===== config.mk =====
export PLATFORM = sky130hd
export DESIGN_NAME = bmp_stream_to_rgb565_flat
export DESIGN_NICKNAME = d
export VERILOG_FILES = /design/src/rtl/bmp565_pkg.sv /design/src/rtl/bmp565_if.sv /design/src/rtl/bmp_stream_to_rgb565.sv /design/src/flat_wrapper.sv
export SDC_FILE = /design/constraint.sdc
export NUM_CORES = 2
export LEC_CHECK = 0
export ABC_AREA = 1
export BUFFER_PORTS_ARGS = -buffer_cell sky130_fd_sc_hd__buf_4
export CAP_MARGIN = 20
export CORE_MARGIN = 4
export CORE_UTILIZATION = 60
export CTS_CLUSTER_DIAMETER = 200
export DETAILED_ROUTE_END_ITERATION = 8
export PLACE_DENSITY = 0.77
export SETUP_SLACK_MARGIN = 0.3
export SYNTH_ARGS = -nofsm -noshare
export SYNTH_HDL_FRONTEND = slang
export SYNTH_SLANG_ARGS = --single-unit

===== constraint.sdc =====
create_clock -name clk -period 10.4 [get_ports clk]
set_input_delay 1.04 -clock clk [delete_from_list [all_inputs] [get_ports clk]]
set_output_delay 1.04 -clock clk [all_outputs]
set_load 0.02 [all_outputs]

===== src/rtl/bmp565_pkg.sv =====
// Shared types and constants for the BMP byte stream to RGB565 converter.
// Used by the top level; depends on nothing.
package bmp565_pkg;

  // Status codes carried on the final status word.
  localparam logic [2:0] ST_OK          = 3'd0;
  localparam logic [2:0] ST_BAD_FORMAT  = 3'd1;
  localparam logic [2:0] ST_BAD_SIZE    = 3'd2;
  localparam logic [2:0] ST_UNSUPPORTED = 3'd3;
  localparam logic [2:0] ST_SHORT       = 3'd4;
  localparam logic [2:0] ST_BUFFER      = 3'd5;

  // Result kinds.
  localparam logic RK_PIXEL  = 1'b0;
  localparam logic RK_STATUS = 1'b1;

  // Header layout: positions of the last byte of each checked field.
  localparam logic [31:0] HEADER_BYTES = 32'd54;
  localparam logic [31:0] POS_SIG0     = 32'd0;
  localparam logic [31:0] POS_SIG1     = 32'd1;
  localparam logic [31:0] POS_OFFSET   = 32'd13;
  localparam logic [31:0] POS_INFO     = 32'd17;
  localparam logic [31:0] POS_WIDTH    = 32'd21;
  localparam logic [31:0] POS_HEIGHT   = 32'd25;
  localparam logic [31:0] POS_PLANES   = 32'd27;
  localparam logic [31:0] POS_DEPTH    = 32'd29;
  localparam logic [31:0] POS_COMPR    = 32'd33;

  localparam logic [7:0]  SIG_B        = 8'h42;
  localparam logic [7:0]  SIG_M        = 8'h4D;
  localparam logic [31:0] MIN_INFO     = 32'd40;
  localparam logic [15:0] DEPTH_16     = 16'd16;
  localparam logic [15:0] DEPTH_24     = 16'd24;
  localparam logic [15:0] DEPTH_32     = 16'd32;
  localparam logic [31:0] COMPR_RGB    = 32'd0;
  localparam logic [31:0] COMPR_FIELDS = 32'd3;

  localparam int          BUF_W        = 22;
  localparam logic [BUF_W-1:0] BUF_RESET = 22'd2097152;

  // One result word as held in the output queue.
  typedef struct packed {
    logic        result_kind;
    logic [15:0] pixel_value;
    logic [19:0] pixel_index;
    logic [2:0]  status_code;
    logic [10:0] image_width;
    logic [10:0] image_height;
    logic [5:0]  bits_per_pixel;
    logic        is_last;
  } result_t;

endpackage


===== src/rtl/bmp565_if.sv =====
// Valid/ready channel interfaces of the converter: input bytes, results and
// the configuration write channel. Depends on nothing.
interface bmp565_in_if;
  logic       valid;
  logic       ready;
  logic [7:0] file_byte;
  logic       last_byte;

  modport source (output valid, output file_byte, output last_byte, input ready);
  modport sink   (input valid, input file_byte, input last_byte, output ready);
endinterface

interface bmp565_out_if;
  logic        valid;
  logic        ready;
  logic        result_kind;
  logic [15:0] pixel_value;
  logic [19:0] pixel_index;
  logic [2:0]  status_code;
  logic [10:0] image_width;
  logic [10:0] image_height;
  logic [5:0]  bits_per_pixel;
  logic        is_last;

  modport source (output valid, output result_kind, output pixel_value,
                  output pixel_index, output status_code, output image_width,
                  output image_height, output bits_per_pixel, output is_last,
                  input ready);
  modport sink   (input valid, input result_kind, input pixel_value,
                  input pixel_index, input status_code, input image_width,
                  input image_height, input bits_per_pixel, input is_last,
                  output ready);
endinterface

interface bmp565_cfg_if;
  logic        valid;
  logic        ready;
  logic [21:0] output_buffer_bytes;

  modport source (output valid, output output_buffer_bytes, input ready);
  modport sink   (input valid, input output_buffer_bytes, output ready);
endinterface


===== src/rtl/bmp_stream_to_rgb565.sv =====
// BMP byte stream to RGB565 converter, top level.
// Depends on bmp565_pkg and the channel interfaces in bmp565_if.sv.
//
// Usage: the bytes channel takes one word per cycle, a file byte plus a flag
// that marks the last byte of the file. The header is checked as it streams
// by; bytes up to the pixel data offset are skipped, row padding is dropped,
// and each complete pixel leaves on the results channel as an RGB565 word
// with its destination index (rows flipped for bottom-up files). The byte
// flagged last also produces one status word, after any pixel word of that
// byte; the block then starts over on the next byte as a new file.
// The cfg channel writes the destination capacity in bytes; it is always
// ready and is meant to be written between files.
// A result word is queued when its byte is accepted and is offered once
// the words ahead of it have left. Throughput: one byte per cycle while the
// queue has room, set by the counters and field registers; a byte that
// yields two words queues both together. A four-word result queue decouples
// the sides: bytes are taken while it holds two words or fewer, so a stalled
// receiver stops the byte channel after at most four waiting words.
// Reset clears the parse state and the queue and sets the capacity to 2 MiB.
module bmp_stream_to_rgb565 #(
  parameter int MAX_WIDTH  = 1024,
  parameter int MAX_HEIGHT = 1024
) (
  input logic          clk,
  input logic          rst,
  bmp565_cfg_if.sink   cfg,
  bmp565_in_if.sink    bytes,
  bmp565_out_if.source results
);
  import bmp565_pkg::*;

  localparam int WW  = $clog2(MAX_WIDTH + 1);
  localparam int HW  = $clog2(MAX_HEIGHT + 1);
  localparam int AW  = WW + HW;
  localparam int CW  = (AW + 1 > BUF_W) ? AW + 1 : BUF_W;
  localparam int RBW = WW + 3;
  localparam int FD  = 4;
  localparam int FAW = $clog2(FD);
  localparam int FCW = $clog2(FD + 1);

  // Configuration register.
  logic [BUF_W-1:0] output_buffer_bytes;

  // Parse state.
  logic [31:0]  byte_position, byte_position_next;
  logic [31:0]  field_assembly, field_assembly_next;
  logic [31:0]  pixel_start, pixel_start_next;
  logic [WW-1:0] width_reg, width_reg_next;
  logic [HW-1:0] height_reg, height_reg_next;
  logic         rows_flipped, rows_flipped_next;
  logic [5:0]   depth_reg, depth_reg_next;
  logic [WW-1:0] column_count, column_count_next;
  logic [HW-1:0] row_count, row_count_next;
  logic [RBW-1:0] row_byte_count, row_byte_count_next;
  logic [1:0]   sub_count, sub_count_next;
  logic [23:0]  pixel_gather, pixel_gather_next;
  logic [2:0]   error_latch, error_latch_next;

  // Result queue.
  result_t      fifo_mem [FD];
  logic [FAW-1:0] wr_ptr, wr_ptr_next, wr_ptr_plus, rd_ptr, rd_ptr_next;
  logic [FCW-1:0] count, count_next;

  // Per-byte working signals.
  logic         accept, pop;
  logic [31:0]  f_new, f_abs;
  logic [15:0]  half;
  logic [AW-1:0] area;
  logic         area_too_big;
  logic [2:0]   bpp_bytes;
  logic [RBW-1:0] data_len, stride, rbc_inc;
  logic [HW-1:0] dest_row;
  logic [AW-1:0] dest_index;
  logic [15:0]  pix_value;
  logic         emit;
  logic [2:0]   final_status;
  result_t      pixel_word, status_word, first_word;
  logic         push_first, push_second;

  assign accept = bytes.valid && bytes.ready;
  assign pop    = results.valid && results.ready;
  assign bytes.ready = (count <= FCW'(FD - 2));
  assign cfg.ready   = 1'b1;

  // Header field decode from the assembled little-endian word.
  assign f_new = {bytes.file_byte, field_assembly[31:8]};
  assign half  = f_new[31:16];
  assign f_abs = f_new[31] ? (32'd0 - f_new) : f_new;
  assign area  = AW'(width_reg) * AW'(height_reg);
  assign area_too_big = CW'({area, 1'b0}) > CW'(output_buffer_bytes);

  // Row geometry from the parsed width and depth.
  assign bpp_bytes = depth_reg[5:3];
  always_comb begin
    unique case (bpp_bytes)
      3'd2:    data_len = RBW'({width_reg, 1'b0});
      3'd3:    data_len = RBW'(width_reg) + RBW'({width_reg, 1'b0});
      3'd4:    data_len = RBW'({width_reg, 2'b00});
      default: data_len = '0;
    endcase
  end
  assign stride  = (data_len + RBW'(3)) & ~RBW'(3);
  assign rbc_inc = row_byte_count + RBW'(1);

  // Destination index with the row flipped for bottom-up files.
  assign dest_row   = rows_flipped ? (height_reg - HW'(1) - row_count) : row_count;
  assign dest_index = AW'(dest_row) * AW'(width_reg) + AW'(column_count);

  // Next-state logic for one accepted byte.
  always_comb begin
    byte_position_next     = byte_position;
    field_assembly_next    = field_assembly;
    pixel_start_next       = pixel_start;
    width_reg_next         = width_reg;
    height_reg_next        = height_reg;
    rows_flipped_next      = rows_flipped;
    depth_reg_next         = depth_reg;
    column_count_next      = column_count;
    row_count_next         = row_count;
    row_byte_count_next    = row_byte_count;
    sub_count_next         = sub_count;
    pixel_gather_next      = pixel_gather;
    error_latch_next       = error_latch;
    emit                   = 1'b0;
    pix_value              = '0;
    final_status           = ST_OK;

    if (accept) begin
      field_assembly_next = f_new;
      if (byte_position != 32'hFFFF_FFFF) begin
        byte_position_next = byte_position + 32'd1;
      end

      if (error_latch == ST_OK) begin
        if (byte_position < HEADER_BYTES) begin
          // Header checks, each on the last byte of its field.
          unique case (byte_position)
            POS_SIG0: begin
              if (bytes.file_byte != SIG_B) error_latch_next = ST_BAD_FORMAT;
            end
            POS_SIG1: begin
              if (bytes.file_byte != SIG_M) error_latch_next = ST_BAD_FORMAT;
            end
            POS_OFFSET: begin
              pixel_start_next = f_new;
            end
            POS_INFO: begin
              if (f_new < MIN_INFO) error_latch_next = ST_BAD_FORMAT;
            end
            POS_WIDTH: begin
              if (f_new[31] || f_new == 32'd0 || f_new > 32'(MAX_WIDTH)) begin
                error_latch_next = ST_BAD_SIZE;
              end else begin
                width_reg_next = WW'(f_new);
              end
            end
            POS_HEIGHT: begin
              if (f_new == 32'd0 || f_abs > 32'(MAX_HEIGHT)) begin
                error_latch_next = ST_BAD_SIZE;
              end else begin
                height_reg_next   = HW'(f_abs);
                rows_flipped_next = !f_new[31];
              end
            end
            POS_PLANES: begin
              if (half != 16'd1) error_latch_next = ST_BAD_FORMAT;
            end
            POS_DEPTH: begin
              if (half != DEPTH_16 && half != DEPTH_24 && half != DEPTH_32) begin
                error_latch_next = ST_UNSUPPORTED;
              end else begin
                depth_reg_next = 6'(half);
              end
            end
            POS_COMPR: begin
              priority if (f_new != COMPR_RGB && f_new != COMPR_FIELDS) begin
                error_latch_next = ST_UNSUPPORTED;
              end else if (area_too_big) begin
                error_latch_next = ST_BUFFER;
              end else if (pixel_start < HEADER_BYTES) begin
                error_latch_next = ST_BAD_FORMAT;
              end else begin
                error_latch_next = ST_OK;
              end
            end
            default: begin
            end
          endcase
        end else if (byte_position >= pixel_start &&
                     row_count < height_reg && bpp_bytes != 3'd0) begin
          // Pixel data: gather bytes of a pixel, then skip row padding.
          if (row_byte_count < data_len) begin
            unique case (sub_count)
              2'd0: pixel_gather_next = {16'd0, bytes.file_byte};
              2'd1: pixel_gather_next = {pixel_gather[23:16], bytes.file_byte,
                                         pixel_gather[7:0]};
              2'd2: pixel_gather_next = {bytes.file_byte, pixel_gather[15:0]};
              default: pixel_gather_next = pixel_gather;
            endcase
            if (sub_count == 2'(bpp_bytes - 3'd1)) begin
              emit              = 1'b1;
              sub_count_next    = 2'd0;
              column_count_next = column_count + WW'(1);
              if (depth_reg == 6'(DEPTH_16)) begin
                pix_value = pixel_gather_next[15:0];
              end else begin
                pix_value = {pixel_gather_next[23:19], pixel_gather_next[15:10],
                             pixel_gather_next[7:3]};
              end
            end else begin
              sub_count_next = sub_count + 2'd1;
            end
          end
          row_byte_count_next = rbc_inc;
          if (rbc_inc >= stride) begin
            row_byte_count_next = '0;
            column_count_next   = '0;
            sub_count_next      = 2'd0;
            row_count_next      = row_count + HW'(1);
          end
        end
      end

      // Final status on the last byte, then back to the start of a file.
      if (bytes.last_byte) begin
        priority if (byte_position < HEADER_BYTES - 32'd1) begin
          final_status = ST_BAD_FORMAT;
        end else if (error_latch_next == ST_OK && row_count_next < height_reg_next) begin
          final_status = ST_SHORT;
        end else begin
          final_status = error_latch_next;
        end
        byte_position_next     = '0;
        field_assembly_next    = '0;
        pixel_start_next       = '0;
        width_reg_next         = '0;
        height_reg_next        = '0;
        rows_flipped_next      = 1'b0;
        depth_reg_next         = '0;
        column_count_next      = '0;
        row_count_next         = '0;
        row_byte_count_next    = '0;
        sub_count_next         = 2'd0;
        pixel_gather_next      = '0;
        error_latch_next       = ST_OK;
      end
    end
  end

  // Result words for this byte.
  always_comb begin
    pixel_word              = '0;
    pixel_word.result_kind  = RK_PIXEL;
    pixel_word.pixel_value  = pix_value;
    pixel_word.pixel_index  = 20'(dest_index);
    pixel_word.is_last      = !bytes.last_byte;

    status_word             = '0;
    status_word.result_kind = RK_STATUS;
    status_word.status_code = final_status;
    status_word.is_last     = 1'b1;
    if (final_status == ST_OK) begin
      status_word.image_width    = 11'(width_reg);
      status_word.image_height   = 11'(height_reg);
      status_word.bits_per_pixel = depth_reg;
    end
  end

  assign push_first  = accept && (emit || bytes.last_byte);
  assign push_second = accept && emit && bytes.last_byte;
  assign first_word  = emit ? pixel_word : status_word;
  assign wr_ptr_plus = wr_ptr + FAW'(1);

  // Queue pointer and fill count updates.
  always_comb begin
    wr_ptr_next = wr_ptr;
    rd_ptr_next = rd_ptr;
    count_next  = count;
    if (push_first) begin
      wr_ptr_next = push_second ? (wr_ptr + FAW'(2)) : wr_ptr_plus;
    end
    if (pop) begin
      rd_ptr_next = rd_ptr + FAW'(1);
    end
    count_next = count + FCW'(push_first) + FCW'(push_second) - FCW'(pop);
  end

  // Control and parse state registers.
  always_ff @(posedge clk) begin
    if (rst) begin
      output_buffer_bytes <= BUF_RESET;
      byte_position       <= '0;
      field_assembly      <= '0;
      pixel_start         <= '0;
      width_reg           <= '0;
      height_reg          <= '0;
      rows_flipped        <= 1'b0;
      depth_reg           <= '0;
      column_count        <= '0;
      row_count           <= '0;
      row_byte_count      <= '0;
      sub_count           <= 2'd0;
      pixel_gather        <= '0;
      error_latch         <= ST_OK;
      wr_ptr              <= '0;
      rd_ptr              <= '0;
      count               <= '0;
    end else begin
      if (cfg.valid && cfg.ready) begin
        output_buffer_bytes <= cfg.output_buffer_bytes;
      end
      byte_position     <= byte_position_next;
      field_assembly    <= field_assembly_next;
      pixel_start       <= pixel_start_next;
      width_reg         <= width_reg_next;
      height_reg        <= height_reg_next;
      rows_flipped      <= rows_flipped_next;
      depth_reg         <= depth_reg_next;
      column_count      <= column_count_next;
      row_count         <= row_count_next;
      row_byte_count    <= row_byte_count_next;
      sub_count         <= sub_count_next;
      pixel_gather      <= pixel_gather_next;
      error_latch       <= error_latch_next;
      wr_ptr            <= wr_ptr_next;
      rd_ptr            <= rd_ptr_next;
      count             <= count_next;
    end
  end

  // Queue storage; entries hold payload only.
  always_ff @(posedge clk) begin
    if (push_first) begin
      fifo_mem[wr_ptr] <= first_word;
    end
    if (push_second) begin
      fifo_mem[wr_ptr_plus] <= status_word;
    end
  end

  // Head of the queue drives the results channel.
  assign results.valid          = (count != '0);
  assign results.result_kind    = fifo_mem[rd_ptr].result_kind;
  assign results.pixel_value    = fifo_mem[rd_ptr].pixel_value;
  assign results.pixel_index    = fifo_mem[rd_ptr].pixel_index;
  assign results.status_code    = fifo_mem[rd_ptr].status_code;
  assign results.image_width    = fifo_mem[rd_ptr].image_width;
  assign results.image_height   = fifo_mem[rd_ptr].image_height;
  assign results.bits_per_pixel = fifo_mem[rd_ptr].bits_per_pixel;
  assign results.is_last        = fifo_mem[rd_ptr].is_last;

  // The queue never holds more words than it has entries.
  a_queue_bound: assert property (@(posedge clk) disable iff (rst)
    count <= FCW'(FD))
    else $error("result queue overflow");

  // The last byte of a file always leaves the parser at the start of a file.
  a_restart: assert property (@(posedge clk) disable iff (rst)
    (accept && bytes.last_byte) |=>
      (byte_position == 32'd0 && error_latch == ST_OK && row_count == '0))
    else $error("parse state not cleared after last byte");

  // A latched error holds until the file ends.
  a_error_sticky: assert property (@(posedge clk) disable iff (rst)
    (error_latch != ST_OK && !(accept && bytes.last_byte)) |=>
      (error_latch == $past(error_latch)))
    else $error("latched error changed inside a file");

endmodule

===== src/flat_wrapper.sv =====
// flat-port wrapper written by rule: the top's interface ports become plain ports
module bmp_stream_to_rgb565_flat import bmp565_pkg::*;
#(
  parameter int MAX_WIDTH  = 1024,
  parameter int MAX_HEIGHT = 1024
)
  (clk, rst, cfg_valid, cfg_output_buffer_bytes, cfg_ready, bytes_valid, bytes_file_byte, bytes_last_byte, bytes_ready, results_valid, results_result_kind, results_pixel_value, results_pixel_index, results_status_code, results_image_width, results_image_height, results_bits_per_pixel, results_is_last, results_ready);
  bmp565_cfg_if cfg_i ();
  bmp565_in_if bytes_i ();
  bmp565_out_if results_i ();
  input logic clk;
  input logic rst;
  input wire logic [$bits(cfg_i.valid)-1:0] cfg_valid;
  input wire logic [$bits(cfg_i.output_buffer_bytes)-1:0] cfg_output_buffer_bytes;
  output wire logic [$bits(cfg_i.ready)-1:0] cfg_ready;
  input wire logic [$bits(bytes_i.valid)-1:0] bytes_valid;
  input wire logic [$bits(bytes_i.file_byte)-1:0] bytes_file_byte;
  input wire logic [$bits(bytes_i.last_byte)-1:0] bytes_last_byte;
  output wire logic [$bits(bytes_i.ready)-1:0] bytes_ready;
  output wire logic [$bits(results_i.valid)-1:0] results_valid;
  output wire logic [$bits(results_i.result_kind)-1:0] results_result_kind;
  output wire logic [$bits(results_i.pixel_value)-1:0] results_pixel_value;
  output wire logic [$bits(results_i.pixel_index)-1:0] results_pixel_index;
  output wire logic [$bits(results_i.status_code)-1:0] results_status_code;
  output wire logic [$bits(results_i.image_width)-1:0] results_image_width;
  output wire logic [$bits(results_i.image_height)-1:0] results_image_height;
  output wire logic [$bits(results_i.bits_per_pixel)-1:0] results_bits_per_pixel;
  output wire logic [$bits(results_i.is_last)-1:0] results_is_last;
  input wire logic [$bits(results_i.ready)-1:0] results_ready;
  assign cfg_i.valid = cfg_valid;
  assign cfg_i.output_buffer_bytes = cfg_output_buffer_bytes;
  assign cfg_ready = cfg_i.ready;
  assign bytes_i.valid = bytes_valid;
  assign bytes_i.file_byte = bytes_file_byte;
  assign bytes_i.last_byte = bytes_last_byte;
  assign bytes_ready = bytes_i.ready;
  assign results_valid = results_i.valid;
  assign results_result_kind = results_i.result_kind;
  assign results_pixel_value = results_i.pixel_value;
  assign results_pixel_index = results_i.pixel_index;
  assign results_status_code = results_i.status_code;
  assign results_image_width = results_i.image_width;
  assign results_image_height = results_i.image_height;
  assign results_bits_per_pixel = results_i.bits_per_pixel;
  assign results_is_last = results_i.is_last;
  assign results_i.ready = results_ready;
  bmp_stream_to_rgb565 #(.MAX_WIDTH(MAX_WIDTH), .MAX_HEIGHT(MAX_HEIGHT)) u_core (.clk(clk), .rst(rst), .cfg(cfg_i), .bytes(bytes_i), .results(results_i));
endmodule

After elaboration in Yosys (flattened, before gate mapping)
Memory sizes are Yosys's and may differ from the RTL's. A register that Yosys moved wholly into a read port is not among the register bits.
Index checks and enable logic that the tools add are counted.
{ "totals": {"ff_bits": 216, "latch_bits": 0, "ram_bits": 276, "romBits": 0, "in_bits": 36, "out_inout_bits": 72, "wordCells": 227, "n_memories": 1} }
{ "memory_table": {"columns": ["memory", "depth", "width", "read_ports", "rd_ports_with_merged_regs", "wr", "line", "rtl"], "rows": [
  ["u_core.fifo_mem", 4, 69, 1, 1, 2, "bmp_stream_to_rgb565.sv:60", "result_t fifo_mem [FD];"]
]} }
{ "op_classes": {"add_sub_neg": 18, "mul": 2, "div": 0, "n_lt_le_gt_ge": 13, "eq_ne": 27, "shift": 0, "mux": 103, "bitwise": 0, "n_reduce_logical": 46} }
{ "op_table": {"columns": ["op", "n"], "rows": [
  ["$mux W11", 25],
  ["$mux W32", 8],
  ["$eq A32 B5 Y1 const B", 5],
  ["$lt A32 B6 Y1 const B", 4],
  ["$mux W24", 5],
  ["$mux W16", 7],
  ["$pmux W24 S3", 1],
  ["$mux W14", 5],
  ["$mux W69", 1],
  ["$gt A32 B11 Y1 const B", 2],
  ["$logic_not A32 Y1", 2],
  ["$mux W3", 17],
  ["$pmux W14 S3", 1],
  ["$add A32 B1 Y32 const B", 1],
  ["$eq A32 B1 Y1 const B", 1],
  ["$eq A32 B4 Y1 const B", 1],
  ["$eq A32 B6 Y1 const B", 1],
  ["$ge A32 B32 Y1", 1],
  ["$ne A16 B5 Y1 const B", 2],
  ["$ne A32 B2 Y1 const B", 1],
  ["$ne A32 B32 Y1 const B", 1],
  ["$reduce_bool A32 Y1", 1],
  ["$sub A1 B32 Y32 const A", 1],
  ["$mux W6", 5],
  ["other kinds (44)", 110]
]} }

Depth between registers and ports, before layout
{ "logic_depth": {"word_depth": 18, "ltp_mapped": 47, "ltp_nobuf": 45} }

Worst setup path after synthesis
OpenSTA, ideal clock, no wires.
{ "synth_timing": {"kind": "register -> register", "from": "register u_core.width_reg[5]", "to": "memory u_core.fifo_mem[0][20] in the netlist's numbering, data pin", "setup_time_ns": 0.137, "t_arrival_ns": 7.094, "required_time_ns": 10.263, "slack_ns": 3.169, "path_stages_with_launch": 45, "path_buffers": 3, "period_less_slack_ns": 7.231, "path_cell_list": "dfxtp_1 > clkbuf_1 > clkbuf_1 > nand2_1 > fa_1 > fa_1 > fa_1 > inv_1 > fa_1 > inv_1 > fa_1 > inv_1 > ha_1 > nand2_1 > nor3_1 > nand2_1 > o211ai_1 > a21oi_1 > [... 9 more ...] > a21oi_1 > xor2_1 > ha_1 > nand3_1 > nor2_1 > nand3_1 > nand2_1 > nand2_1 > nand2_1 > nand2_1 > a21oi_2 > nand2_1 > nand2_2 > nand2_4 > clkinv_8 > buf_8 > nand3_4 > nor2_2"} }
{ "synth_lines": {"columns": ["element", "line", "rtl"], "rows": [
  ["start: declaration", "bmp_stream_to_rgb565.sv:48", "logic [WW-1:0] width_reg, width_reg_next;"],
  ["start signal: assignment", "bmp_stream_to_rgb565.sv:315", "width_reg <= width_reg_next;"],
  ["end: declaration", "bmp_stream_to_rgb565.sv:60", null]
]} }

==> impl_metrics.ini <==
[outcome]
status = complete, no violations

[pwr]
power_density_nw_per_um2 = 156
peakVddDrop_v = 0.000191
p_total_mw = 5.95
power_leakage_nw = 16.7

[floorplanning]
core_area_um2 = 57800
chipHeight_um = 250
io_pins = 108
initial_core_util_pct = 60.8
die-area_um2 = 62500
die_w_um = 250
core.rowCount = 88

[setup_path]
r2r_cells = 41
critical_path_class = reg -> reg
path_max_fanout = 32
critical_path_arrival_ps = 8810
cpPeakStageDelay_ps = 890
required_ps = 10740
crit_path_frequent_cell = nand2_1
reg2reg_slack_ps = 1920
critPathCaptureType = flip-flop
startpoint_type = flip-flop
slowest_stage = dfxtp_1

[logic_synthesis]
synth-edff-count = 124
yosys_register_bits = 486
yosysSeqAreaShare_pct = 31.2
ys_warn_count = 0
yosys-top-cells-area = dfxtp_1 (21%), edfxtp_1 (11%), fa_1 (9.9%), ha_1 (9.0%), nand2_1 (8.7%)
ys.flop_type = dfxtp_1
netlist_area_um2 = 35200
async_reset_ff_share_pct = 0
yosys.area.top_type_share_pct = 20.6
yosysMostFrequentCell = nand2_1
synthTopCellsByCount = nand2_1 (814), inv_1 (663), nor2_1 (465)
ys_types = 70
yosys.area.top_type = dfxtp_1
synth_nets = 5079
netlist_instances = 4617
synth_area_per_cell_um2 = 7.62

[routing]
drt_wl_total_mm = 100
postRouteAntennaNets = 0
dr.pass1.iters = 6
wl_per_cell_um = 18.5
num_vias = 31400
drc_errors = 0
vias_per_cell = 5.81
drt_first_iter_violations = 2736

[final_layout]
layout-drive-gt1-share_pct = 10.2
fillers = 5052
syn_to_final_growth_pct = 8.42
top_register = u_core.fifo_mem
instances_no_fill = 5412
regArea_um2 = 11000
nets = 5073
diodes = 0
multiInputGateArea_um2 = 20700
largest_register_ffs = 276
reg_top3 = u_core.fifo_mem (276), u_core.byte_position (32), u_core.pixel_start (32)

[global_route]
met1_usage_pct = 41.3
grt_antenna_before_repair = 0
met3_usage_pct = 4.08
grt_usage_pct = 31.1
grt_max_degree = 99
grt_pass1_wl_mm = 159
grt-busiest-layer = met2
grt_use_met2_pct = 52.2
grt-ovfl-total = 0
grt_pass1_vias = 29900

[place]
place_congestion = 0.986
dpl.hpwl_mm = 71.0
portBuffers = 106
dp_slack_ps = 2010
dp_cells = 5322

[clock_tree]
clock_path_buffers = 3
htree_levels = 2
postCtsSetupBuffers = 0
cts_tree = yes
cts_made_buffers = 52
cts_hold_buffers = 0
clkLatencyLatePin_ps = 610
clk_pin_slew_worst_paths_ps = 60
cts_resized = 0
clock_sinks = 486
cts-root-buf = clkbuf_16

[sta]
fmax_mhz = 118
layout_setup_ws_ps = 1920
worstMarginPinSlew_ps = 1090
fin_skew_ps = 24.2
fin_crit_ps = 8480
drv_slew = 0
min_period_over_period_pct = 81.5
slew_headroom_pct = 26.7
hold_viol = 0
setup_violations = 0
tns_ps = 0
grt_setup_unrepaired = false

[min_path]
whs_path_depth = 2
min_path_type = reg -> reg

[flow_run]
drv_cap = 0
-- layout by cell type (no fill, tap or decap), drive strengths merged, types with 49 or more instances in the layout --
master	synthesis	final
nor3	49	49
a21oi	284	284
o22ai	86	86
o31ai	54	54
o21ai	414	414
inv	677	677
nor2	588	588
ha	252	252
nand2	829	829
clkbuf	153	73
dfxtp	362	362
buf	58	151
nand3	243	243
fa	174	174
edfxtp	124	124
-- routing by layer --
| metal | part of all wire (%) | routed length, um | up-vias |
|---|---|---|---|
| met5 | 0 | 0 | - |
| met3 | 8.2 | 8230 | 236 |
| met4 | 3.8 | 3780 | 0 |
| met1 | 41 | 40800 | 14800 |
| li1 | - | - | 15000 |
| met2 | 47 | 47200 | 1368 |
-- final timing paths --
kind / to / start
worst min register to register: u_core.fifo_mem[2][68]$_SDFFE_PP1P_ / u_core.fifo_mem[2][68]$_SDFFE_PP1P_
worst min-delay path: u_core.fifo_mem[2][68]$_SDFFE_PP1P_ / u_core.fifo_mem[2][68]$_SDFFE_PP1P_
worst max register to register: u_core.fifo_mem[2][2]$_DFFE_PP_ / u_core.width_reg[1]$_SDFFE_PP0P_
worst max-delay path: u_core.fifo_mem[2][2]$_DFFE_PP_ / u_core.width_reg[1]$_SDFFE_PP0P_
-- per-stage QoR --
step / instance area (um2) / util [%] / hold WS, ps
2_1_floorplan: 35200 / - / 422
3_3_place_gp: 36400 / 62.9 / 438
3_5_place_dp: 36400 / 62.9 / 441
4_1_cts: 38100 / 66.0 / 453
5_1_grt: 38100 / 66.0 / 472
6_report: 38100 / 66.0 / 451
-- worst max-delay path, delay by kind of cell, from the launching register on --
| kind | cells | cell delay (ps) |
|---|---|---|
| DFF | 1 | 890 |
| buffers and inverters | 5 | 580 |
| adders and majority gates | 7 | 3000 |
| and+or+nand+nor | 22 | 2680 |
| AOI/OAI and AO/OA | 6 | 850 |
| xor gates and xnor gates | 1 | 150 |
-- report_power, final --
part           internal [mW]  leakage [nW]  total (mW)  switching, mW
Clock                   1.12         0.854        1.92          0.797
Combinational          0.543          11.8        1.85           1.31
Sequential              2.06          4.03        2.18          0.126
-- final cells by class --
| type | count | area share, % |
|---|---|---|
| Clock buffer | 73 | 4.01 |
| Multi-Input combinational cell | 3233 | 54.4 |
| Sequential cell | 486 | 28.8 |
| Tap cell | 765 | 2.51 |
| Timing Repair Buffer | 151 | 2.97 |
| Clock inverter | 17 | 0.561 |
| Inverter | 687 | 6.81 |
-- cells by family (layout without fill, tap and decap cells) --
kind of cell    after synthesis  in the layout  synth area share [%]
simple gates               1811           1811                  23.6
compound gates              935            935                  14.8
buf+inv                     898            928                  10.0
flops                       486            486                  31.2
fa+ha+maj                   426            426                  18.9
xor+xnor                     60             60                  1.49
other cells                   1              1                0.0107
Note: power is estimated with default switching activity, not from simulation.
